--- src/rtl/tlqs_pkg.sv ---
// shared types and constants for the thick line quad setup block
`default_nettype none
package tlqs_pkg;
	localparam int COORD_BITS_DEF = 16;
	// fixed point scale of the coordinates; the datapath does not depend on it
	localparam int FRAC_BITS_DEF  = 4;
	localparam int HW_BITS        = 12;

	// control that travels down the cell row with each segment
	typedef struct packed {
		logic vld;
		logic dgn;
		logic neg_x;
		logic neg_y;
	} tlqs_ctl_t;
endpackage
`default_nettype wire

--- src/rtl/tlqs_cell.sv ---
// one cell of the row: decides one bit of both offset magnitudes
`default_nettype none
module tlqs_cell #(
	parameter int SQW = 35,
	parameter int RSW = 60,
	parameter int BIT = 0,
	parameter int PW  = 64
) (
	input  wire logic                 clk,
	input  wire logic                 arst_n,
	input  wire logic                 en,
	input  wire tlqs_pkg::tlqs_ctl_t  ctl_in,
	input  wire logic [SQW-1:0]       sq_in,
	input  wire logic [RSW-1:0]       rsx_in,
	input  wire logic [RSW-1:0]       rsy_in,
	input  wire logic [tlqs_pkg::HW_BITS-1:0] mx_in,
	input  wire logic [tlqs_pkg::HW_BITS-1:0] my_in,
	input  wire logic [2*tlqs_pkg::HW_BITS+SQW-1:0] qx_in,
	input  wire logic [2*tlqs_pkg::HW_BITS+SQW-1:0] qy_in,
	input  wire logic [tlqs_pkg::HW_BITS+SQW-1:0]   lx_in,
	input  wire logic [tlqs_pkg::HW_BITS+SQW-1:0]   ly_in,
	input  wire logic [PW-1:0]        pass_in,
	output tlqs_pkg::tlqs_ctl_t       ctl_q,
	output logic [SQW-1:0]            sq_q,
	output logic [RSW-1:0]            rsx_q,
	output logic [RSW-1:0]            rsy_q,
	output logic [tlqs_pkg::HW_BITS-1:0] mx_q,
	output logic [tlqs_pkg::HW_BITS-1:0] my_q,
	output logic [2*tlqs_pkg::HW_BITS+SQW-1:0] qx_q,
	output logic [2*tlqs_pkg::HW_BITS+SQW-1:0] qy_q,
	output logic [tlqs_pkg::HW_BITS+SQW-1:0]   lx_q,
	output logic [tlqs_pkg::HW_BITS+SQW-1:0]   ly_q,
	output logic [PW-1:0]             pass_q
);
	import tlqs_pkg::*;
	localparam int QW = 2 * HW_BITS + SQW;
	localparam int BW = HW_BITS + SQW;
	localparam int LW = QW + 2;
	// q holds m^2 * sq and l holds m * sq for the bits decided so far
	// test (2m-1)^2 * sq <= rhs with m = current | bit; keep the bit if it fits
	logic [QW-1:0] qx_c, qy_c;
	logic [BW-1:0] lx_c, ly_c;
	logic [LW-1:0] tx, ty;
	logic          fit_x, fit_y;
	always_comb begin
		// (m + 2^b)^2 sq = m^2 sq + 2^(b+1) m sq + 2^(2b) sq
		qx_c = qx_in + (QW'(lx_in) << (BIT + 1)) + (QW'(sq_in) << (2 * BIT));
		qy_c = qy_in + (QW'(ly_in) << (BIT + 1)) + (QW'(sq_in) << (2 * BIT));
		lx_c = lx_in + (BW'(sq_in) << BIT);
		ly_c = ly_in + (BW'(sq_in) << BIT);
		// (2m-1)^2 sq = 4 m^2 sq - 4 m sq + sq
		tx = (LW'(qx_c) << 2) - (LW'(lx_c) << 2) + LW'(sq_in);
		ty = (LW'(qy_c) << 2) - (LW'(ly_c) << 2) + LW'(sq_in);
		fit_x = (tx <= LW'(rsx_in));
		fit_y = (ty <= LW'(rsy_in));
	end
	always_ff @(posedge clk or negedge arst_n) begin
		if (!arst_n) begin
			ctl_q <= '0;
		end else if (en) begin
			ctl_q <= ctl_in;
		end
	end
	always_ff @(posedge clk) begin
		if (en) begin
			sq_q   <= sq_in;
			rsx_q  <= rsx_in;
			rsy_q  <= rsy_in;
			pass_q <= pass_in;
			mx_q   <= fit_x ? (mx_in | (HW_BITS'(1) << BIT)) : mx_in;
			my_q   <= fit_y ? (my_in | (HW_BITS'(1) << BIT)) : my_in;
			qx_q   <= fit_x ? qx_c : qx_in;
			qy_q   <= fit_y ? qy_c : qy_in;
			lx_q   <= fit_x ? lx_c : lx_in;
			ly_q   <= fit_y ? ly_c : ly_in;
		end
	end
endmodule
`default_nettype wire

--- config.mk ---
export PLATFORM = sky130hd
export DESIGN_NAME = tlqs_cell
export DESIGN_NICKNAME = d
export VERILOG_FILES = /design/src/rtl/tlqs_pkg.sv /design/src/rtl/tlqs_cell.sv
export SDC_FILE = /design/constraint.sdc
export NUM_CORES = 2
export LEC_CHECK = 0
export BUFFER_PORTS_ARGS = -buffer_cell sky130_fd_sc_hd__buf_2
export CORE_AREA = 2 2 353 355
export CTS_CLUSTER_DIAMETER = 100
export DETAILED_ROUTE_END_ITERATION = 8
export DIE_AREA = 0 0 355 357
export HOLD_SLACK_MARGIN = 0.12
export SYNTH_ARGS = -nofsm -noshare
export SYNTH_HDL_FRONTEND = slang
export SYNTH_SLANG_ARGS = --single-unit
--- constraint.sdc ---
create_clock -name clk -period 1.32 [get_ports clk]
set_clock_uncertainty 0.1 [all_clocks]
set_input_delay 0.066 -clock clk [delete_from_list [all_inputs] [get_ports clk]]
set_output_delay 0.066 -clock clk [all_outputs]
set_load 0.1 [all_outputs]
# [After elaboration in Yosys (flattened, before gate mapping)]
# Index checks and enable logic that the tools add are counted.
[totals] wordCells=32 inputBits=462 register_bits=459 output_inout_bits=459
[op_classes] n_addsub=10 order_cmp=2 muxes=4
[ops] cell="$add A61 B35 Y61" n=2
[ops] cell="$le A61 B60 Y1" n=2
[ops] cell="$sub A61 B49 Y61" n=2
[ops] cell="$add A59 B35 Y59" n=2
[ops] cell="$add A59 B48 Y59" n=2
[ops] cell="$mux W59" n=2
[ops] cell="$add A47 B35 Y47" n=2
[ops] cell="$mux W47" n=2

# [Depth between registers and ports, before layout]
[logic_depth] word_depth=6 depth_mapped=42

# [Least setup slack after synthesis]
# OpenSTA, ideal clock, no wires.
[synth_timing] path_kind="input -> register" startpoint="in sq_in[1]" endpoint="reg ly_q[0] in the netlist's numbering, data pin" path_slack_ps=-7061 t_arrival_ps=8021 cell_stages=40 t_required_ps=960 n_path_buf=2 setup_ps=260 path_cell_list="fa_1 ha_1 inv_1 fa_1 nor2b_1 o31a_1 o21bai_1 a31o_2 a21o_1 and2_1 or2_2 o21bai_1 a21oi_1 xnor2_1 ha_1 ha_1 clkbuf_1 a21oi_1 [... 4 more ...] a21oi_1 o21a_1 o21a_1 o22ai_1 nor3_1 a211o_1 ha_1 nand3_1 nor4_1 nand4_1 nor2_1 nand2b_1 a31oi_1 nor3_1 o221ai_4 nand2_4 buf_2 mux2_2"
[synth_via] elab_chain_cells=5 word_cells_on_any_way=6 cone_classes="add/sub (4); order compare (1); mux (1)"
[synth_rtl] item="start: declaration" line_no="tlqs_cell.sv:13" source="input wire logic [SQW-1:0] sq_in,"
[synth_rtl] item="$add A59 B35 Y59 or $add A47 B35 Y47 (tied branches)" line_no="tlqs_cell.sv:48, tlqs_cell.sv:50"
[synth_rtl] item="$sub A61 B49 Y61" line_no="tlqs_cell.sv:53" source="ty = (LW'(qy_c) << 2) - (LW'(ly_c) << 2) + LW'(sq_in);"
[synth_rtl] item="$add A61 B35 Y61 *" line_no="tlqs_cell.sv:53"
[synth_rtl] item="$le A61 B60 Y1 *" line_no="tlqs_cell.sv:55" source="fit_y = (ty <= LW'(rsy_in));"
[synth_rtl] item="$mux W47 *" line_no="tlqs_cell.sv:75" source="ly_q <= fit_y ? ly_c : ly_in;"
[synth_rtl] item="end signal: assignment" line_no="tlqs_cell.sv:75"
[synth_rtl] item="end: declaration" line_no="tlqs_cell.sv:32" source="output logic [tlqs_pkg::HW_BITS+SQW-1:0] ly_q,"
# Mark *: on every way between the ends. The rest lies on a longest branch, timed or not.
# A chain may end at the register's enable or synchronous reset.

# [Worst setup path in the final report]
[layout_timing] startpoint="in sq_in[8]" endpoint="reg qy_q[6] in the netlist's numbering, data pin"
[layout_via] elab_chain_cells=5 word_cells_on_any_way=6 cone_classes="add/sub (4); order compare (1); mux (1)"
[layout_rtl] item="$add A59 B35 Y59 or $add A47 B35 Y47 (tied branches)" line_no="tlqs_cell.sv:48, tlqs_cell.sv:50"
[layout_rtl] item="$sub A61 B49 Y61" line_no="tlqs_cell.sv:53"
[layout_rtl] item="$add A61 B35 Y61 *" line_no="tlqs_cell.sv:53"
[layout_rtl] item="$le A61 B60 Y1 *" line_no="tlqs_cell.sv:55"
[layout_rtl] item="$mux W59 *" line_no="tlqs_cell.sv:73" source="qy_q <= fit_y ? qy_c : qy_in;"
[layout_rtl] item="end signal: assignment" line_no="tlqs_cell.sv:73"
[layout_rtl] item="end: declaration" line_no="tlqs_cell.sv:30" source="output logic [2*tlqs_pkg::HW_BITS+SQW-1:0] qy_q,"
# Marked as above.

==> out/qor.txt <==
TIMING
------------------------------------------------------------------------------------------
Unrepaired setup endpoints after global routing .............................          yes
Fin. Hold Viols .............................................................           11
Post-route clock period utilization .........................................         626%
Top achievable clock speed ..................................................      121 MHz
Final worst path period need ................................................      8260 ps
Final setup vio count .......................................................          673
Final Worst Setup Slack .....................................................     -6940 ps
Actual transition at the worst max-transition pin ...........................       793 ps
Headroom to the max-slew limit ..............................................        46.6%
Pins over their slew limit ..................................................            0
Final hold slack ............................................................      -367 ps

CRITICAL PATH
------------------------------------------------------------------------------------------
Critical path peak fanout ...................................................            6
Critical path endpoint category .............................................     register
Maximum cell stage delay along the critical path ............................       550 ps
Required @ worst endpoint ...................................................      1650 ps
Startpoint Class ............................................................ primary input
Critical-path cell with the highest stage delay ............................. sky130_fd_sc_hd__fa_1
Signal arrival time at the worst endpoint ...................................      8590 ps
Worst R2R Path Depth ........................................................            1
Worst setup path class ......................................................       in2reg

MIN PATH
------------------------------------------------------------------------------------------
Worst hold path type ........................................................       in2reg
Cell depth of the worst hold path ...........................................            2

ROUTING
------------------------------------------------------------------------------------------
Pre-Repair DR Iteration Count ...............................................            6
Total wirelength of the detailed-routed design ..............................    193000 um
Starting DRC count in detailed routing ......................................         3291
Detailed-route DRC error count ..............................................            0
Ratio of routed vias to standard cells ......................................         5.00
Count of nets left with antenna violations after detail routing .............            0
Detailed-route via count ....................................................        43300
Mean routed wirelength per cell .............................................      22.3 um

FINAL LAYOUT
------------------------------------------------------------------------------------------
Layout area overhead ........................................................        80.6%
Register area ...............................................................    13800 um2
Final net count .............................................................         8019
Layout filler cell count ....................................................        10400
Utilization of the core after routing .......................................        58.7%
Share of layout cells above drive strength 1 ................................        42.1%
Multi-input gate area .......................................................    26300 um2
Finished Cell Area ..........................................................    72200 um2

LOGIC SYNTHESIS
------------------------------------------------------------------------------------------
Xor/xnor share of the synthesized area ......................................        7.53%
Synth Area in Simple Gates ..................................................        9.97%
Fraction of the mapped netlist area in compound gates .......................        16.9%
Share of the synthesized area in the top cell type ..........................        34.2%
Synthesized net count .......................................................         4950
Share of synthesized cell area in full adder, half adder and majority cells .        21.3%
Sequential area share after synthesis .......................................        34.4%
Multiplexer share of the synthesized area ...................................        4.85%
Number of distinct library cells after synthesis ............................           98
Combinational family with the most area after synthesis .....................  adder cells
Fraction of synthesis flops using an asynchronous set or reset pin ..........       0.871%
Synth Flop Type ............................................................. sky130_fd_sc_hd__edfxtp_1
Mapped Cells ................................................................         3890
Flip-flop and latch count after synthesis ...................................          459
Total number of yosys warnings ..............................................            0
Top cells by area in the synthesized netlist ................................ sky130_fd_sc_hd__edfxtp_1 (34%), sky130_fd_sc_hd__ha_1 (14%), sky130_fd_sc_hd__fa_1 (6.9%)
Post-Syn Area ...............................................................    40000 um2
Mean instance size in the synthesized netlist ...............................     10.3 um2
Cell taking the most area after synthesis ................................... sky130_fd_sc_hd__edfxtp_1
Count of flip-flops with a built-in enable after synthesis ..................          455

DIE
------------------------------------------------------------------------------------------
Number of I/O pins ..........................................................          921
Floorplan die height ........................................................       357 um
Number of core rows .........................................................          129
Area enclosed by the die boundary ...........................................   127000 um2
Die boundary width ..........................................................       355 um
Starting density of the core ................................................        32.5%
Core Box Area ...............................................................   123000 um2

CTS
------------------------------------------------------------------------------------------
Num CTS Buffers .............................................................           59
Level count of the clock H-tree .............................................            2
Maximum clock path buffer count .............................................            3
Clk_lat worst skew ..........................................................       680 ps
Clock tree from TritonCTS ...................................................          yes
Clock-pin transition on the worst setup and hold timing paths ...............        60 ps
Clk Tree Root Cell .......................................................... sky130_fd_sc_hd__clkbuf_16
Clock Sink Count ............................................................          459

FLOW RUN
------------------------------------------------------------------------------------------
Max cap viols ...............................................................            0

GLOBAL ROUTE
------------------------------------------------------------------------------------------
Vias in the first global route ..............................................        44100
Antenna violations before repair ............................................           50
Aggregate global-route resource usage .......................................        29.1%
GRT overflow ................................................................            0
Maximum number of pins on one net before global-route repair ................           37
Global-route wire length before repair ......................................    277000 um

POWER
------------------------------------------------------------------------------------------
Worst IR Drop VDD ...........................................................    0.00155 V
Power per standard cell area ................................................  2040 nW/um2
Leakage power ...............................................................      34.3 nW

PLACEMENT
------------------------------------------------------------------------------------------
Placed Area .................................................................    60100 um2
Final estimated routing congestion in global placement ......................        0.954
Total half-perimeter wirelength after legalization and detailed placement ...    150000 um
Port bufs ...................................................................          920

STATUS
------------------------------------------------------------------------------------------
Violations in the final reports ............................................. negative hold slack, negative setup slack
Status ...................................................................... finished with violations

## critical path, delay by kind of cell
kind                       cells  cell delay (ps)
muxes                          1              300
and+or+nand+nor               13             2660
AOI/OAI and AO/OA             13             2210
buffers and inverters          9             1270
adders and majority gates      5             2030
## cells by family after synthesis
family | count (synthesis)
xor+xnor | 342
simple gates | 799
fa+ha+maj | 598
compound gates | 1034
flops | 459
mux | 169
buf+inv | 489
## state kept, by name, indices dropped and copies added (netlist names)
| name | count |
|---|---|
| mx_q | 12 |
| ctl_q | 4 |
| qx_q | 59 |
| rsx_q | 60 |
| lx_q | 47 |
| sq_q | 35 |
| qy_q | 59 |
| my_q | 12 |
| rsy_q | 60 |
| pass_q | 64 |
| ly_q | 47 |
## path summary, 6_finish.rpt
| kind | end | slack [ps] | start |
|---|---|---|---|
| setup / recovery | qy_q[6] | -6940 | sq_in[8] |
| hold / removal | qx_q[1] | -370 | qx_in[1] |
| setup reg to reg | ctl_q[2] | 440 | ctl_q[2] |
| hold reg to reg | ctl_q[3] | 410 | ctl_q[3] |
| max in group asynchronous | ctl_q[2] | 720 | arst_n |
| min in group asynchronous | ctl_q[0] | 210 | arst_n |
## timing repair
action	in CTS	in global routing
pin swaps	94	139
endpoints found under the hold margin	918	14
setup buffers	57	42
gates cloned	11	4
resized for setup	268	165
hold buffers	674	1
endpoints found under the setup margin	673	673
## where the power goes
| group | internal (mW) | switching (mW) | total, mW | leakage (nW) |
|---|---|---|---|---|
| clock | 10.1 | 7.55 | 17.6 | 0.978 |
| sequential | 18.4 | 1.34 | 19.8 | 4.50 |
| combinational | 50.5 | 59.3 | 110 | 28.8 |
## routing by layer
layer  vias to the layer above  share of wire (%)  GRT usage (%)
li1                      20400                  -              -
met1                     21000                 42           37.6
met2                      1536                 47           48.5
met3                       356                7.4           5.82
met4                        28                3.8           9.68
met5                         -              0.093              0
## stage by stage
| step | TNS, ps | std cells | setup WS (ps) | power, mW |
|---|---|---|---|---|
| 6_report | -1548780 | 8670 | -6940 | 147 |
| 5_1_grt | -1626930 | 8658 | -7250 | 156 |
| 4_1_cts | -1515410 | 8608 | -6670 | 142 |
| 3_5_place_dp | -1636870 | 7759 | -7950 | 117 |
| 3_3_place_gp | -1638730 | 7759 | -7930 | 116 |
| 2_1_floorplan | -1295730 | 3890 | -6450 | 76.9 |
## cells in the final DEF, fill, tap and decap left out, types with 37 or more instances in the layout
| cell type | synthesis | final |
|---|---|---|
| sky130_fd_sc_hd__a21o_1 | 203 | 202 |
| sky130_fd_sc_hd__a21oi_1 | 298 | 258 |
| sky130_fd_sc_hd__and3_1 | 42 | 37 |
| sky130_fd_sc_hd__buf_12 | 3 | 229 |
| sky130_fd_sc_hd__buf_2 | 24 | 719 |
| sky130_fd_sc_hd__buf_4 | 4 | 1420 |
| sky130_fd_sc_hd__clkbuf_16 | 0 | 62 |
| sky130_fd_sc_hd__dlygate4sd3_1 | 0 | 674 |
| sky130_fd_sc_hd__edfxtp_1 | 455 | 455 |
| sky130_fd_sc_hd__fa_1 | 138 | 132 |
| sky130_fd_sc_hd__ha_1 | 460 | 429 |
| sky130_fd_sc_hd__inv_1 | 400 | 391 |
| sky130_fd_sc_hd__mux2_2 | 76 | 42 |
| sky130_fd_sc_hd__mux2_4 | 30 | 64 |
| sky130_fd_sc_hd__mux2i_1 | 63 | 57 |
| sky130_fd_sc_hd__nand2_1 | 209 | 197 |
| sky130_fd_sc_hd__nand3_1 | 75 | 62 |
| sky130_fd_sc_hd__nand4_1 | 79 | 79 |
| sky130_fd_sc_hd__nor2_1 | 180 | 168 |
| sky130_fd_sc_hd__nor3_1 | 46 | 38 |
| sky130_fd_sc_hd__o21a_1 | 50 | 49 |
| sky130_fd_sc_hd__o21ai_0 | 166 | 136 |
| sky130_fd_sc_hd__o21bai_1 | 56 | 50 |
| sky130_fd_sc_hd__xnor2_1 | 213 | 190 |
| sky130_fd_sc_hd__xor2_1 | 128 | 118 |
## Yosys cell counts (6+ instances only)
cell,instances
sky130_fd_sc_hd__a211o_1,10
sky130_fd_sc_hd__a211oi_1,33
sky130_fd_sc_hd__a21boi_0,11
sky130_fd_sc_hd__a21o_1,203
sky130_fd_sc_hd__a21oi_1,298
sky130_fd_sc_hd__a221oi_1,10
sky130_fd_sc_hd__a31o_2,8
sky130_fd_sc_hd__a31oi_1,44
sky130_fd_sc_hd__and2_1,18
sky130_fd_sc_hd__and3_1,42
sky130_fd_sc_hd__and4_1,11
sky130_fd_sc_hd__buf_2,24
sky130_fd_sc_hd__buf_6,8
sky130_fd_sc_hd__clkbuf_1,48
sky130_fd_sc_hd__edfxtp_1,455
sky130_fd_sc_hd__fa_1,138
sky130_fd_sc_hd__ha_1,460
sky130_fd_sc_hd__inv_1,400
sky130_fd_sc_hd__mux2_2,76
sky130_fd_sc_hd__mux2_4,30
sky130_fd_sc_hd__mux2i_1,63
sky130_fd_sc_hd__nand2_1,209
sky130_fd_sc_hd__nand2b_1,37
sky130_fd_sc_hd__nand3_1,75
sky130_fd_sc_hd__nand3b_1,6
sky130_fd_sc_hd__nand4_1,79
sky130_fd_sc_hd__nor2_1,180
sky130_fd_sc_hd__nor2b_1,36
sky130_fd_sc_hd__nor3_1,46
sky130_fd_sc_hd__nor4_1,8
sky130_fd_sc_hd__o2111ai_1,7
sky130_fd_sc_hd__o211ai_1,23
sky130_fd_sc_hd__o21a_1,50
sky130_fd_sc_hd__o21ai_0,166
sky130_fd_sc_hd__o21ai_1,7
sky130_fd_sc_hd__o21bai_1,56
sky130_fd_sc_hd__o22ai_1,6
sky130_fd_sc_hd__o31a_1,12
sky130_fd_sc_hd__o31ai_1,17
sky130_fd_sc_hd__or2_2,13
sky130_fd_sc_hd__or3_1,14
sky130_fd_sc_hd__xnor2_1,213
sky130_fd_sc_hd__xor2_1,128
## area by class of cell
| cell class | instances | share of cell area, % |
|---|---|---|
| Antenna cell | 25 | 0.0867 |
| Clock buffer | 69 | 2.10 |
| Clock inverter | 41 | 0.738 |
| Inverter | 400 | 2.08 |
| Multi-Input combinational cell | 2943 | 36.5 |
| Sequential cell | 459 | 19.1 |
| Tap cell | 1637 | 2.84 |
| Timing Repair Buffer | 3096 | 36.6 |
Note: power is estimated with default switching activity, not from simulation.
